File: src/sv/frame_rate_monitor_limiter_macros.svh
// ----------------------------------------------------------------------------
// frame rate monitor and limiter assertion macros
// Concurrent assertion forms used by the block's controller, frml_ctrl.
// ----------------------------------------------------------------------------
`ifndef FRAME_RATE_MONITOR_LIMITER_MACROS_SVH
`define FRAME_RATE_MONITOR_LIMITER_MACROS_SVH

// same-cycle implication, disabled during reset
`define FRML_ASSERT_IMP(lbl, clk, rst_n, ante, cons, msg) \
	lbl: assert property (@(posedge clk) disable iff (!rst_n) (ante) |-> (cons)) \
		else $error(msg);

// next-cycle implication, disabled during reset
`define FRML_ASSERT_NXT(lbl, clk, rst_n, ante, cons, msg) \
	lbl: assert property (@(posedge clk) disable iff (!rst_n) (ante) |=> (cons)) \
		else $error(msg);

`endif

File: src/sv/frml_pkg.sv
// ----------------------------------------------------------------------------
// frml_pkg
// Types and constants shared by the frame rate monitor and limiter modules.
// ----------------------------------------------------------------------------
package frml_pkg;

	// frame time history
	localparam int WINDOW  = 10;
	localparam int RING_AW = (WINDOW > 1) ? $clog2(WINDOW) : 1;
	localparam int FILL_W  = $clog2(WINDOW + 1);
	localparam int FRAME_W = 16;
	localparam int SUM_W   = 20;

	// field widths
	localparam int TICK_W  = 32;
	localparam int FPS_W   = 22;
	localparam int DELAY_W = 10;
	localparam int CFG_W   = 10;

	// arithmetic constants
	localparam int FPS_NUM       = 1000 * 256;
	localparam int FPS_DEFAULT   = 60 * 256;
	localparam int BUDGET_NUM    = 1000;
	localparam int MAX_FPS_RESET = 60;
	localparam int FRAME_MAX     = (1 << FRAME_W) - 1;

	// divider geometry
	localparam int DIV_NW = FPS_W;
	localparam int DIV_DW = SUM_W;
	localparam int DIV_CW = $clog2(DIV_NW + 1);

	// action codes
	localparam logic ACT_BEGIN = 1'b0;
	localparam logic ACT_END   = 1'b1;

	// controller states
	typedef enum logic [2:0] {
		S_IDLE,
		S_UPD,
		S_FPS_GO,
		S_FPS,
		S_BUD,
		S_OUT
	} state_t;

	// commands from controller to datapath
	typedef struct packed {
		logic take_begin;
		logic take_end;
		logic update;
		logic div_start;
		logic div_bud;
		logic fps_load;
		logic bud_load;
		logic out_load;
	} cmd_t;

	// status from datapath to controller
	typedef struct packed {
		logic div_busy;
		logic div_done;
	} sts_t;

endpackage

File: src/sv/frame_rate_monitor_limiter.sv
// ----------------------------------------------------------------------------
// frame_rate_monitor_limiter
// Frame rate monitor with a moving-average rate and a frame budget wait.
// ----------------------------------------------------------------------------
// A frame-begin request (action 0) only records its tick. A frame-end
// request (action 1) gives one result: the time since the previous end, the
// average rate over up to the last ten frames in Q.8 and the wait still
// needed to stay under max_fps. With the result register free a frame end
// occupies the block through its acceptance, the window update, the divider
// start, the two runs of the shared one-bit-per-cycle divider (22 quotient
// steps and a done pulse each, rate first, then budget) and the result
// load; input is stalled meanwhile. A finished result sits in an output
// register, so a new request is taken while it waits; a following frame
// end stalls only at the point where its own result would need that
// register. max_fps comes through cfg_we/cfg_wdata; the user must write it
// only while no request is in progress; the block does not enforce this.
module frame_rate_monitor_limiter (
	input  logic                         clk,
	input  logic                         arst_n,
	input  logic                         cfg_we,
	input  logic [frml_pkg::CFG_W-1:0]   cfg_wdata,
	input  logic                         in_valid,
	output logic                         in_stall,
	input  logic                         action,
	input  logic [frml_pkg::TICK_W-1:0]  now_ms,
	output logic                         out_valid,
	input  logic                         out_stall,
	output logic [frml_pkg::FRAME_W-1:0] frame_ms,
	output logic [frml_pkg::FPS_W-1:0]   fps_q8,
	output logic [frml_pkg::DELAY_W-1:0] delay_ms
);
	import frml_pkg::*;

	cmd_t cmd;
	sts_t sts;

	// sequencing
	frml_ctrl u_ctrl (
		.clk       (clk),
		.arst_n    (arst_n),
		.in_valid  (in_valid),
		.action    (action),
		.in_stall  (in_stall),
		.out_valid (out_valid),
		.out_stall (out_stall),
		.sts       (sts),
		.cmd       (cmd)
	);

	// arithmetic and storage
	frml_dp u_dp (
		.clk       (clk),
		.arst_n    (arst_n),
		.cfg_we    (cfg_we),
		.cfg_wdata (cfg_wdata),
		.now_ms    (now_ms),
		.cmd       (cmd),
		.sts       (sts),
		.frame_ms  (frame_ms),
		.fps_q8    (fps_q8),
		.delay_ms  (delay_ms)
	);

endmodule

File: src/sv/frml_div.sv
// ----------------------------------------------------------------------------
// frml_div
// Restoring unsigned divider, one quotient bit per cycle.
// ----------------------------------------------------------------------------
module frml_div (
	input  logic                        clk,
	input  logic                        arst_n,
	input  logic                        start,
	input  logic [frml_pkg::DIV_NW-1:0] num,
	input  logic [frml_pkg::DIV_DW-1:0] den,
	output logic                        busy,
	output logic                        done,
	output logic [frml_pkg::DIV_NW-1:0] quo
);
	import frml_pkg::*;

	logic [DIV_DW:0]   rem_q;
	logic [DIV_NW-1:0] quo_q;
	logic [DIV_DW-1:0] den_q;
	logic [DIV_CW-1:0] cnt_q;
	logic              done_q;
	logic [DIV_DW:0]   rem_sh;
	logic [DIV_DW:0]   trial;
	logic              fits;

	// one trial subtraction
	always_comb begin
		rem_sh = {rem_q[DIV_DW-1:0], quo_q[DIV_NW-1]};
		trial  = rem_sh - {1'b0, den_q};
		fits   = ~trial[DIV_DW];
	end

	// iteration count and done pulse
	always_ff @(posedge clk or negedge arst_n) begin
		if (!arst_n) begin
			cnt_q  <= '0;
			done_q <= 1'b0;
		end else begin
			done_q <= (cnt_q == DIV_CW'(1)) && !start;
			if (start)
				cnt_q <= DIV_CW'(DIV_NW);
			else if (cnt_q != '0)
				cnt_q <= cnt_q - DIV_CW'(1);
		end
	end

	// remainder and quotient shift
	always_ff @(posedge clk) begin
		if (start) begin
			rem_q <= '0;
			quo_q <= num;
			den_q <= den;
		end else if (cnt_q != '0) begin
			rem_q <= fits ? trial : rem_sh;
			quo_q <= {quo_q[DIV_NW-2:0], fits};
		end
	end

	assign busy = (cnt_q != '0);
	assign done = done_q;
	assign quo  = quo_q;

endmodule

File: src/sv/frml_dp.sv
// ----------------------------------------------------------------------------
// frml_dp
// Datapath: tick capture, frame time history, divider operands and result
// registers.
// ----------------------------------------------------------------------------
module frml_dp (
	input  logic                         clk,
	input  logic                         arst_n,
	input  logic                         cfg_we,
	input  logic [frml_pkg::CFG_W-1:0]   cfg_wdata,
	input  logic [frml_pkg::TICK_W-1:0]  now_ms,
	input  frml_pkg::cmd_t               cmd,
	output frml_pkg::sts_t               sts,
	output logic [frml_pkg::FRAME_W-1:0] frame_ms,
	output logic [frml_pkg::FPS_W-1:0]   fps_q8,
	output logic [frml_pkg::DELAY_W-1:0] delay_ms
);
	import frml_pkg::*;

	logic [CFG_W-1:0]   max_fps_q;
	logic [TICK_W-1:0]  start_q;
	logic [TICK_W-1:0]  last_end_q;
	logic               primed_q;
	logic [TICK_W-1:0]  elapsed_q;
	logic [FRAME_W-1:0] frame_q;
	logic [FRAME_W-1:0] ring_q [WINDOW];
	logic [FRAME_W-1:0] oldest_q;
	logic [RING_AW-1:0] pos_q;
	logic [FILL_W-1:0]  fill_q;
	logic [SUM_W-1:0]   sum_q;
	logic [FPS_W-1:0]   fps_q;
	logic [DELAY_W-1:0] delay_q;
	logic [FRAME_W-1:0] frame_ms_q;
	logic [FPS_W-1:0]   fps_ms_q;
	logic [DELAY_W-1:0] delay_ms_q;

	logic [TICK_W-1:0]  diff;
	logic [FRAME_W-1:0] frame_new;
	logic               full;
	logic [SUM_W-1:0]   sum_new;
	logic [DIV_NW-1:0]  div_num;
	logic [DIV_DW-1:0]  div_den;
	logic [DIV_NW-1:0]  div_quo;
	logic               div_busy;
	logic               div_done;
	logic [TICK_W-1:0]  budget;

	// configuration register
	always_ff @(posedge clk or negedge arst_n) begin
		if (!arst_n)
			max_fps_q <= CFG_W'(MAX_FPS_RESET);
		else if (cfg_we)
			max_fps_q <= cfg_wdata;
	end

	// saturated frame time since the previous end
	always_comb begin
		diff = now_ms - last_end_q;
		if (!primed_q)
			frame_new = '0;
		else if (diff > TICK_W'(FRAME_MAX))
			frame_new = FRAME_W'(FRAME_MAX);
		else
			frame_new = diff[FRAME_W-1:0];
	end

	// tick capture
	always_ff @(posedge clk or negedge arst_n) begin
		if (!arst_n) begin
			start_q    <= '0;
			last_end_q <= '0;
			primed_q   <= 1'b0;
		end else begin
			if (cmd.take_begin)
				start_q <= now_ms;
			if (cmd.take_end) begin
				last_end_q <= now_ms;
				primed_q   <= 1'b1;
			end
		end
	end

	// per-frame values held for the rest of the computation
	always_ff @(posedge clk) begin
		if (cmd.take_end) begin
			frame_q   <= frame_new;
			elapsed_q <= now_ms - start_q;
		end
	end

	// running window sum, oldest entry drops out once the ring is full
	always_comb begin
		full    = (fill_q == FILL_W'(WINDOW));
		sum_new = sum_q - (full ? SUM_W'(oldest_q) : SUM_W'(0)) + SUM_W'(frame_q);
	end

	// ring position, fill count and sum
	always_ff @(posedge clk or negedge arst_n) begin
		if (!arst_n) begin
			pos_q  <= '0;
			fill_q <= '0;
			sum_q  <= '0;
		end else if (cmd.update) begin
			sum_q  <= sum_new;
			pos_q  <= (pos_q == RING_AW'(WINDOW - 1)) ? '0 : pos_q + RING_AW'(1);
			if (!full)
				fill_q <= fill_q + FILL_W'(1);
		end
	end

	// frame time ring, entry about to be replaced is read as the frame end is taken
	always_ff @(posedge clk) begin
		if (cmd.take_end)
			oldest_q <= ring_q[pos_q];
		if (cmd.update)
			ring_q[pos_q] <= frame_q;
	end

	// divider operands: average rate or frame budget
	always_comb begin
		if (cmd.div_bud) begin
			div_num = DIV_NW'(BUDGET_NUM);
			div_den = (max_fps_q == '0) ? DIV_DW'(1) : DIV_DW'(max_fps_q);
		end else begin
			div_num = DIV_NW'(fill_q) * DIV_NW'(FPS_NUM);
			div_den = sum_q;
		end
	end

	frml_div u_div (
		.clk    (clk),
		.arst_n (arst_n),
		.start  (cmd.div_start),
		.num    (div_num),
		.den    (div_den),
		.busy   (div_busy),
		.done   (div_done),
		.quo    (div_quo)
	);

	assign budget = TICK_W'(div_quo);

	// rate and remaining wait
	always_ff @(posedge clk) begin
		if (cmd.fps_load)
			fps_q <= (sum_q == '0) ? FPS_W'(FPS_DEFAULT) : div_quo;
		if (cmd.bud_load)
			delay_q <= (budget > elapsed_q) ? DELAY_W'(budget - elapsed_q) : '0;
	end

	// output register
	always_ff @(posedge clk) begin
		if (cmd.out_load) begin
			frame_ms_q <= frame_q;
			fps_ms_q   <= fps_q;
			delay_ms_q <= delay_q;
		end
	end

	assign sts.div_busy = div_busy;
	assign sts.div_done = div_done;
	assign frame_ms     = frame_ms_q;
	assign fps_q8       = fps_ms_q;
	assign delay_ms     = delay_ms_q;

endmodule

File: src/sv/frml_ctrl.sv
// ----------------------------------------------------------------------------
// frml_ctrl
// Controller: request handshakes and sequencing of the update and the two
// divisions.
// ----------------------------------------------------------------------------
`include "frame_rate_monitor_limiter_macros.svh"

module frml_ctrl (
	input  logic           clk,
	input  logic           arst_n,
	input  logic           in_valid,
	input  logic           action,
	output logic           in_stall,
	output logic           out_valid,
	input  logic           out_stall,
	input  frml_pkg::sts_t sts,
	output frml_pkg::cmd_t cmd
);
	import frml_pkg::*;

	state_t state_q;
	state_t state_d;
	logic   out_valid_q;
	logic   out_free;

	// state register
	always_ff @(posedge clk or negedge arst_n) begin
		if (!arst_n)
			state_q <= S_IDLE;
		else
			state_q <= state_d;
	end

	assign out_free = !out_valid_q || !out_stall;

	// next state and commands
	always_comb begin
		state_d  = state_q;
		cmd      = '0;
		in_stall = 1'b1;
		case (state_q)
			S_IDLE: begin
				in_stall = 1'b0;
				if (in_valid) begin
					if (action == ACT_END) begin
						cmd.take_end = 1'b1;
						state_d      = S_UPD;
					end else begin
						cmd.take_begin = 1'b1;
					end
				end
			end
			S_UPD: begin
				cmd.update = 1'b1;
				state_d    = S_FPS_GO;
			end
			S_FPS_GO: begin
				cmd.div_start = 1'b1;
				state_d       = S_FPS;
			end
			S_FPS: begin
				if (sts.div_done) begin
					cmd.fps_load  = 1'b1;
					cmd.div_bud   = 1'b1;
					cmd.div_start = 1'b1;
					state_d       = S_BUD;
				end
			end
			S_BUD: begin
				if (sts.div_done) begin
					cmd.bud_load = 1'b1;
					state_d      = S_OUT;
				end
			end
			S_OUT: begin
				if (out_free) begin
					cmd.out_load = 1'b1;
					state_d      = S_IDLE;
				end
			end
			default: begin
				state_d = S_IDLE;
			end
		endcase
	end

	// result valid flag
	always_ff @(posedge clk or negedge arst_n) begin
		if (!arst_n)
			out_valid_q <= 1'b0;
		else if (cmd.out_load)
			out_valid_q <= 1'b1;
		else if (!out_stall)
			out_valid_q <= 1'b0;
	end

	assign out_valid = out_valid_q;

	`FRML_ASSERT_IMP(a_div_start_idle, clk, arst_n, cmd.div_start && state_q == S_FPS_GO, !sts.div_busy, "divider started while busy")
	`FRML_ASSERT_IMP(a_div_done_state, clk, arst_n, sts.div_done, state_q == S_FPS || state_q == S_BUD, "divider finished outside a division state")
	`FRML_ASSERT_IMP(a_load_free, clk, arst_n, cmd.out_load, !out_valid_q || !out_stall, "result overwrites an untaken result")
	`FRML_ASSERT_NXT(a_load_valid, clk, arst_n, cmd.out_load, out_valid_q && state_q == S_IDLE, "loaded result not presented")

endmodule

File: config.mk
export PLATFORM = sky130hd
export DESIGN_NAME = frame_rate_monitor_limiter
export DESIGN_NICKNAME = d
export VERILOG_FILES = /design/src/sv/frml_pkg.sv /design/src/sv/frame_rate_monitor_limiter.sv /design/src/sv/frml_div.sv /design/src/sv/frml_dp.sv /design/src/sv/frml_ctrl.sv
export VERILOG_INCLUDE_DIRS = /design/src /design/src/sv
export SDC_FILE = /design/constraint.sdc
export NUM_CORES = 1
export LEC_CHECK = 0
export BUFFER_PORTS_ARGS = -buffer_cell sky130_fd_sc_hd__buf_2
export CAP_MARGIN = 10
export CORE_ASPECT_RATIO = 1.25
export CORE_MARGIN = 4
export CORE_UTILIZATION = 30
export DETAILED_ROUTE_END_ITERATION = 12
export PLACE_DENSITY_LB_ADDON = 0.05
export REMOVE_ABC_BUFFERS = 1
export SLEW_MARGIN = 10
export SYNTH_ARGS = -nofsm -noshare
export SYNTH_HDL_FRONTEND = slang
export SYNTH_HIERARCHICAL = 1
export SYNTH_SLANG_ARGS = --single-unit
File: constraint.sdc
create_clock -name clk -period 7 [get_ports clk]
set_input_delay 0.35 -clock clk [delete_from_list [all_inputs] [get_ports clk]]
set_output_delay 0.35 -clock clk [all_outputs]
set_load 0.005 [all_outputs]
==> results.md, run 1 <==
* Status: finished clean
* Area growth, synth to finish at 15.2%
* Crit path capture: u_dp/sum_q[16]
* Initial Utilization at 30.3%
* Ports at 98
* GRT Resource Usage Total at 14.7%
* Global-route wire length before repair at 104 mm
* Setup crit start: u_dp/fill_q[0]
* Slew Viols, Final at 0
* Routed WL at 66.7 mm
* Gr ovfl total at 0
* Die width at 269 µm
* CTS tree: done
* Resized cells post-CTS at 0
* Slew @ Worst Pin at 1.17 ns
* Critical Setup Path Class: flip-flop to flip-flop
* Worst skew pair latency at 0.65 ns
* PwrDens at 231 nW/µm²
* Largest net degree at the start of global routing at 71
* CP arrival at 5.15 ns
* Period utilisation layout at 65.9%
* Dpl ws at 2.28 ns
* CTS Hold Bufs at 34
* Max-slew headroom at 21.2%
* Filler cells at 8411
* Port bufs at 97
* H-tree depth at 2
* Startpoint Class: flip-flop
* Max FO, Critical Path at 17
* DR pass1 iterations at 5
* R2r startpoint: u_dp/fill_q[0]
* Yosys warnings at 6
* Leakage at 12.1 nW
* Core footprint at 84400 µm²
* Hold Fails Final Rpt at 0
* Minimum clock period at 4.61 ns
* Drc violations at 0
* Drt wl/cell at 19.1 µm
* Hold Path Depth at 3
* Detailed placer's ending HPWL at 47.5 mm
* CTS Buffer Depth at 3
* DR iter-0 viols at 872
* Max stage delay on crit path at 0.51 ns
* Worst path required time at 7.54 ns
* Post-Syn Area at 25600 µm²
* Setup Skew at 0.0550 ns
* Worst-path cell chain: inv_1 > ha_1 > and3_1 > fa_1 > inv_1 > ha_1 > nor2b_1 > o21ai_0 > a21oi_1 > o31a_1 > o21ai_0 > a211oi_1 > o31a_1 > or3_1 > a31o_2
* Clock sink count at 479
* Max-cap violations at 0
* Worst r2r path cells at 15
* Vias post-DR at 16900
* CTS Root Cell: clkbuf_16
* Antenna violations before repair at 0
* Die Footprint at 90000 µm²
* Die height at 334 µm
* Worst VDD drop at 0.192 mV
* Setup_tns at 0 ns
* Hold slack at 0.0396 ns
* Worst reg2reg endpoint: u_dp/sum_q[16]
* Mapped Avg Cell Area at 11.5 µm²
* Routed Antenna Nets at 0
* Fraction of layout cells with a size suffix above 1 at 13.5%
* Max Clock Freq at 217 MHz
* Reg clk slew, reported paths at 0.06 ns
* Reg2reg setup slack at 2.39 ns
* Final #Nets at 2583
* Vias in the first global route at 17400
* Post-CTS Repair Setup Buffers at 0
* Gate Count Post-Synth at 2231
* Cts bufs inserted at 55
* Worst Slack Setup Final at 2.39 ns
* Via/cell ratio at 4.82
* CP endpoint kind: flip-flop
* RSZ-0062 raised after global routing: false
* Diode count at 0
* CP max stage cell: dfrtp_1
* Setup violators final at 0
* RePlAce Congestion at 0.808
* Rows at 119
* HP Class: input port to flip-flop
[cell usage in the layout (no fill, tap or decap), types with 10 or more instances in the layout]
master and n:
edfxtp_1 346, inv_1 232, nand2_1 164, ha_1 145, o21ai_0 138, nor2_1 118
a21oi_1 114, dfrtp_1 107, buf_2 96, nor3_1 58, nor2b_1 56, clkbuf_16 55
xnor2_1 55, mux2i_1 39, a211oi_1 38, mux2_2 37, dlygate4sd3_1 34, a21o_1 34
mux4_2 32, nand3_1 31, xor2_1 29, and3_1 28, fa_1 27, buf_4 24
nand2b_1 23, o21a_1 22, dfxtp_1 20, nand4_1 17, a21boi_0 16, a31oi_1 15
clkbuf_1 14, nor4_1 14, clkinv_1 11, o211ai_1 11, or3_1 10, a21boi_2 10
[critical path: cells and delay by family, from the launching register on]
family / cells / cell delay [ns]
adder cells (fa/ha/maj): 3 / 1.24
AO/OA/AOI/OAI: 7 / 1.78
buffers and inverters: 2 / 0.26
AND/OR/NAND/NOR: 3 / 0.73
flip-flops: 1 / 0.51
[per-stage QoR]
stage	instance area (µm²)	instances	power, mW	util (%)
after floorplan	25200	2151	3.78	-
after global placement	27300	3361	4.01	32.4
after detailed placement	27300	3361	4.01	32.4
after CTS	29500	3497	6.95	34.9
after global routing	29500	3497	7.14	34.9
final	29500	3497	6.82	34.9
[per-layer routing]
layer	global-route usage [%]	up-vias	part of all wire (%)
li1	-	8319	-
met1	19.6	8188	46
met2	25.2	255	48
met3	1.94	89	3.2
met4	4.00	0	2.4
met5	0	-	0
[worst min-delay path by stage]
stage,end,start
after floorplan,u_ctrl/out_valid,arst_n
after detailed placement,u_dp/start_q[30],arst_n
after global placement,u_dp/start_q[30],arst_n
final,u_dp/start_q[29],now_ms[29]
after CTS,u_dp/start_q[29],now_ms[29]
after global routing,u_dp/start_q[29],now_ms[29]
[state kept, by name (all words and copies together), names as in the netlist, 20 cells and up]
signal,cells
u_dp/u_div/den_q,20
u_dp/u_div/rem_q,20
u_dp/ring_q,160
u_dp/fps_q,22
u_dp/last_end_q,32
u_dp/fps_q8,22
u_dp/sum_q,20
u_dp/u_div/quo,22
u_dp/elapsed_q,32
u_dp/start_q,32
[layout make-up]
type | instances | area (µm²) | area share (%)
sequential | 479 | 13600 | 46.3
multi-input combinational | 1438 | 10800 | 36.6
clock buffer | 73 | 1480 | 5.04
tap | 1089 | 1360 | 4.63
timing repair buffer | 155 | 1010 | 3.44
inverter | 234 | 878 | 2.98
clock inverter | 29 | 305 | 1.04
[power by group]
group	internal [mW]	switching, mW	total [mW]
combinational	0.339	0.486	0.825
clock	1.64	1.21	2.86
sequential	3.08	0.0525	3.14
No activity file was read; power rests on OpenSTA's default activity.
==> run 2, diff against run 1 <==
Clock period 7 ns to 4.03 ns, I/O delays scaled along.
==> run 2 against run 1 <==
  * Total power rose by 78%
  * Largest cell class unchanged
  * Final area rose by 1.7%
  * Clock power rose by 82%
  * Via count rose by 1.3%
  * Fmax rose by 22%
  * Setup slack got worse by 2.1 ns
  * Worst hold slack improved by 0.033 ns
  * Cell count rose by 1.5%
  * Clock skew fell by 0.038 ns
  * Routed wire length rose by 3.0%
  * Critical path type unchanged
==> results.md, run 2 (synthesized netlist as in run 1, its figures left out) <==
* Hold_sp: in_valid
* Largest net degree at the start of global routing at 80
* Max stage delay on crit path at 0.53 ns
* Minimum clock period at 3.79 ns
* PwrDens at 404 nW/µm²
* CP arrival at 4.34 ns
* Antenna violations before repair at 1
* Global-route wire length before repair at 106 mm
* Max FO, Critical Path at 5
* Largest register by flop count: u_dp/ring_q
* Power Total at 12.1 mW
* Commonest non-fill, non-tap cells in the layout: 346 x edfxtp_1, 232 x inv_1, 164 x nand2_1
* Area growth, synth to finish at 17.2%
* Port bufs at 97
* Status: finished clean
* R2r startpoint: u_dp/fill_q[0]
* CTS Root Cell: clkbuf_16
* DR pass1 iterations at 5
* GRT Resource Usage Total at 15.0%
* DP Area at 27700 µm²
* Final Instance Area at 30000 µm²
* Drt wl/cell at 19.3 µm
* Die height at 334 µm
* Initial Utilization at 30.3%
* CP endpoint kind: flip-flop
* Setup Skew at 0.0174 ns
* Commonest non-fill, non-tap cell in the layout: edfxtp_1
* CP max stage cell: or4_1
* Vias post-DR at 17100
* Worst path required time at 4.58 ns
* RePlAce Congestion at 0.781
* Hold endpoint: u_ctrl/state_q[0]
* CTS Buffer Depth at 3
* Setup_tns at 0 ns
* Max reg flops at 160
* Setup violators final at 0
* Detailed placer's ending HPWL at 49.4 mm
* DR iter-0 viols at 872
* Startpoint Class: flip-flop
* H-tree depth at 2
* Gr ovfl total at 0
* RSZ-0062 raised after global routing: false
* Slew @ Worst Pin at 0.952 ns
* Die Footprint at 90000 µm²
* Reg clk slew, reported paths at 0.06 ns
* Worst r2r path cells at 16
* Hold Path Depth at 4
* Routed Antenna Nets at 0
* Clock sink count at 479
* Post-CTS Repair Setup Buffers at 0
* Hold Fails Final Rpt at 0
* Worst reg2reg endpoint: u_dp/sum_q[18]
* Filler cells at 8334
* Core footprint at 84400 µm²
* Max-cap violations at 0
* Worst-path cell chain: inv_1 > ha_1 > and3_1 > fa_1 > fa_1 > nor2b_1 > o21ai_0 > a21oi_1 > o31a_1 > o21ai_0 > buf_4 > a211oi_2 > buf_4 > nor4b_1 > or4_1 > nand3_1
* Drc violations at 0
* Final #Nets at 2634
* CTS tree: done
* Diode count at 0
* Die width at 269 µm
* Leakage at 12.4 nW
* Reg2reg setup slack at 0.24 ns
* Max-slew headroom at 36.1%
* Via/cell ratio at 4.81
* Fraction of layout cells with a size suffix above 1 at 15.0%
* Rows at 119
* HP Class: input port to flip-flop
* Vias in the first global route at 17600
* Multi-input gate area at 10800 µm²
* Routed WL at 68.7 mm
* Cts bufs inserted at 55
* Critical Setup Path Class: flip-flop to flip-flop
* Period utilisation layout at 93.9%
* Slew Viols, Final at 0
* Worst skew pair latency at 0.62 ns
* Max Clock Freq at 264 MHz
* Ports at 98
* Seq. cell area at 13600 µm²
* Worst VDD drop at 0.317 mV
run 2: worst max path at each step:
stage	from	end	slack [ns]
finish	u_dp/fill_q[0]	u_dp/sum_q[18]	0.24
CTS	u_dp/fill_q[0]	u_dp/sum_q[18]	0.15
detailed placement	u_dp/fill_q[0]	u_dp/sum_q[18]	0.16
global placement	u_dp/fill_q[2]	u_dp/sum_q[18]	0.22
global route	u_dp/fill_q[2]	u_dp/sum_q[18]	0.0005
floorplan	u_ctrl/state_q[1]	u_dp/u_div/quo[0]	-2.50
run 2: metrics by stage:
step                hold WS [ns]  worst slack (ns)  instances  utilization [%]
floorplan                -0.0941             -2.50       2151                -
global placement           0.323             0.225       3402             32.8
detailed placement         0.334             0.164       3402             32.8
CTS                       0.0192             0.151       3548             35.5
global route              0.0519          0.000459       3548             35.5
finish                    0.0726             0.244       3548             35.5
run 2: where the power goes:
part	leakage, nW	switching, mW	internal [mW]	total [mW]
Clock	0.897	2.12	3.09	5.21
Combinational	6.76	0.864	0.605	1.47
Sequential	4.70	0.0873	5.35	5.44
Total	12.4	3.07	9.05	12.1
run 2: final cells by class:
| class | instances | area share (%) |
|---|---|---|
| inverters | 234 | 2.93 |
| well taps | 1089 | 4.55 |
| clock buffers | 70 | 4.89 |
| flip-flops and latches | 479 | 45.5 |
| multi-input cells | 1438 | 36.0 |
| clock inverters | 32 | 1.34 |
| repair buffers | 206 | 4.82 |
run 2: layer usage:
layer	vias up	track usage [%]	part of all wire, %
li1	8432	-	-
met3	83	2.19	3.3
met5	-	0	0
met1	8316	20.2	47
met4	0	3.88	2.2
met2	236	25.6	48
run 2: timing repair:
| item | 4_1_cts | 5_1_grt |
|---|---|---|
| setup endpoints to repair | 0 | 1 |
| resized for setup | 0 | 1 |
| endpoints found under the hold margin | 149 | 0 |
| hold buffers | 44 | 0 |
run 2: critical path, delay by kind of cell, from the launching register on:
kind	cells	cell delay [ns]
buffers and inverters	3	0.38
adder cells (fa/ha/maj)	3	1.17
AND/OR/NAND/NOR	5	0.99
flip-flops	1	0.38
AO/OA/AOI/OAI	5	0.83
==> run 3, diff against run 2 <==
Clock period 4.03 ns to 3.3 ns, I/O delays scaled along.
==> run 3 against run 2 <==
  * The flow now finishes with violations (negative setup slack)
  * First-iteration DRC count fell by 1.9%
  * Largest power group unchanged
  * Register-to-register slack got worse by 0.39 ns
  * Via count rose by 3.9%
  * Sequential share of layout area fell by 2.7 points
  * Highest routed layer unchanged
  * Non-clock buffer count rose by 148
  * Largest cell class unchanged
  * Final area rose by 6.3%
  * Combinational power rose by 29%
==> results.md, run 3 (synthesized netlist as in run 1, its figures left out) <==
* Status: finished with violations
* Violated checks: negative setup slack
* Largest register by flop count: u_dp/ring_q
* Busiest metal layer after global routing: met2
* Fraction of layout cells with a size suffix above 1 at 23.2%
* Setup crit start: u_dp/fill_q[1]
* GRT Resource Usage Total at 15.4%
* Cts bufs inserted at 55
* Worst r2r path cells at 14
* DR iter-0 viols at 855
* Die width at 269 µm
* Core footprint at 84400 µm²
* Post-Place Cells at 3529
* Antenna violations before repair at 1
* Commonest non-fill, non-tap cells in the layout: 346 x edfxtp_1, 220 x inv_1, 187 x buf_4
* Vias post-DR at 17700
* Max reg flops at 160
* Period utilisation layout at 104%
* Global-route wire length before repair at 109 mm
* Largest net degree at the start of global routing at 63
* Worst path required time at 3.67 ns
* Setup_tns at -0.684 ns
* CTS tree: done
* Reg clk slew, reported paths at 0.06 ns
* Met1 usage at 20.0%
* Hold Path Depth at 2
* Filler cells at 8260
* CTS Root Cell: clkbuf_16
* Max FO, Critical Path at 4
* Via/cell ratio at 4.80
* Hold Fails Final Rpt at 0
* Met2 Track Usage GR at 27.2%
* Detailed placer's ending HPWL at 50.8 mm
* CP arrival at 3.82 ns
* Port bufs at 97
* PwrDens at 467 nW/µm²
* H-tree depth at 2
* Max-slew headroom at 42.1%
* Initial Utilization at 30.3%
* Vias in the first global route at 18600
* Max Clock Freq at 290 MHz
* Reg2reg setup slack at -0.15 ns
* Routed WL at 69.7 mm
* Setup Skew at 0.0477 ns
* CTS Buffer Depth at 3
* Slew @ Worst Pin at 0.867 ns
* Gr ovfl total at 0
* Worst Slack Setup Final at -0.148 ns
* Setup violators final at 17
* Commonest non-fill, non-tap cell in the layout: edfxtp_1
* Worst skew pair latency at 0.65 ns
* CP endpoint kind: flip-flop
* Die height at 334 µm
* Die Footprint at 90000 µm²
* Max-cap violations at 0
* HP Class: input port to flip-flop
* Ports at 98
* Util after Layout at 37.7%
* M3 GR Usage at 2.34%
* Slew Viols, Final at 0
* Minimum clock period at 3.45 ns
* Worst reg2reg endpoint: u_dp/u_div/quo[21]
* Routed Antenna Nets at 0
* Area growth, synth to finish at 24.5%
* RePlAce Congestion at 0.828
* DR pass1 iterations at 5
* RSZ-0062 raised after global routing: true
* Worst VDD drop at 0.391 mV
* Leakage at 13.2 nW
* Non-filler cells, final at 3698
* Crit path capture: u_dp/u_div/quo[21]
* Startpoint Class: flip-flop
* Critical Setup Path Class: flip-flop to flip-flop
* Final #Nets at 2782
* Drc violations at 0
* Clock sink count at 479
* R2r startpoint: u_dp/fill_q[1]
* Rows at 119
* Drt wl/cell at 18.9 µm
run 3: worst min path at each step:
stage           start                 to  slack (ns)
2_1_floorplan  arst_n   u_ctrl/out_valid       -0.13
3_3_place_gp   arst_n   u_dp/start_q[26]        0.19
3_5_place_dp   arst_n   u_dp/start_q[26]        0.21
4_1_cts        cfg_we  u_dp/max_fps_q[6]        0.01
5_1_grt        cfg_we  u_dp/max_fps_q[9]        0.03
6_report       cfg_we  u_dp/max_fps_q[6]        0.05
run 3: area by class of cell:
type                       instances  area (µm²)  area share (%)
clock inverter                    35         432            1.36
antenna                            1        2.50         0.00786
multi-input combinational       1438       11300            35.6
tap                             1089        1360            4.28
timing repair buffer             354        2740            8.61
inverter                         234         878            2.76
sequential                       479       13600            42.8
clock buffer                      68        1460            4.57
run 3: critical path, stage by stage (launching register included):
cell and delay (ns):
dfrtp_1 0.40, buf_6 0.14, fa_1 0.57, inv_2 0.05, fa_1 0.51, inv_2 0.05, ha_4 0.21, a21o_1 0.19
a21o_1 0.16, a21oi_2 0.17, o21ai_2 0.08, a21oi_2 0.16, xor2_1 0.17, nor2_1 0.06, mux2_4 0.28
run 3: where the power goes:
part,internal [mW],switching [mW]
Sequential,6.54,0.109
Clock,3.70,2.62
Combinational,0.813,1.08
run 3: per-layer routing:
| metal | vias up | share of wire, % |
|---|---|---|
| met5 | - | 0 |
| li1 | 8742 | - |
| met4 | 0 | 1.9 |
| met3 | 74 | 3.2 |
| met2 | 227 | 49 |
| met1 | 8691 | 45 |
run 3: through the flow:
step	area, µm²	hold slack, ns	setup slack (ns)	power (mW)
finish	31800	0.0528	-0.148	14.9
global route	31800	0.0303	-0.265	15.6
CTS	31500	0.0134	-0.153	15.2
detailed placement	28700	0.209	-0.555	8.62
global placement	28700	0.187	-0.563	8.61
floorplan	25200	-0.131	-3.23	8.02
run 3: repair_timing:
item,4_1_cts,5_1_grt
hold buffers,46,0
buffers inserted,12,8
pin swaps,43,44
gates cloned,1,0
resized for setup,88,59
hold endpoints to repair,127,0
endpoints found under the setup margin,31,29
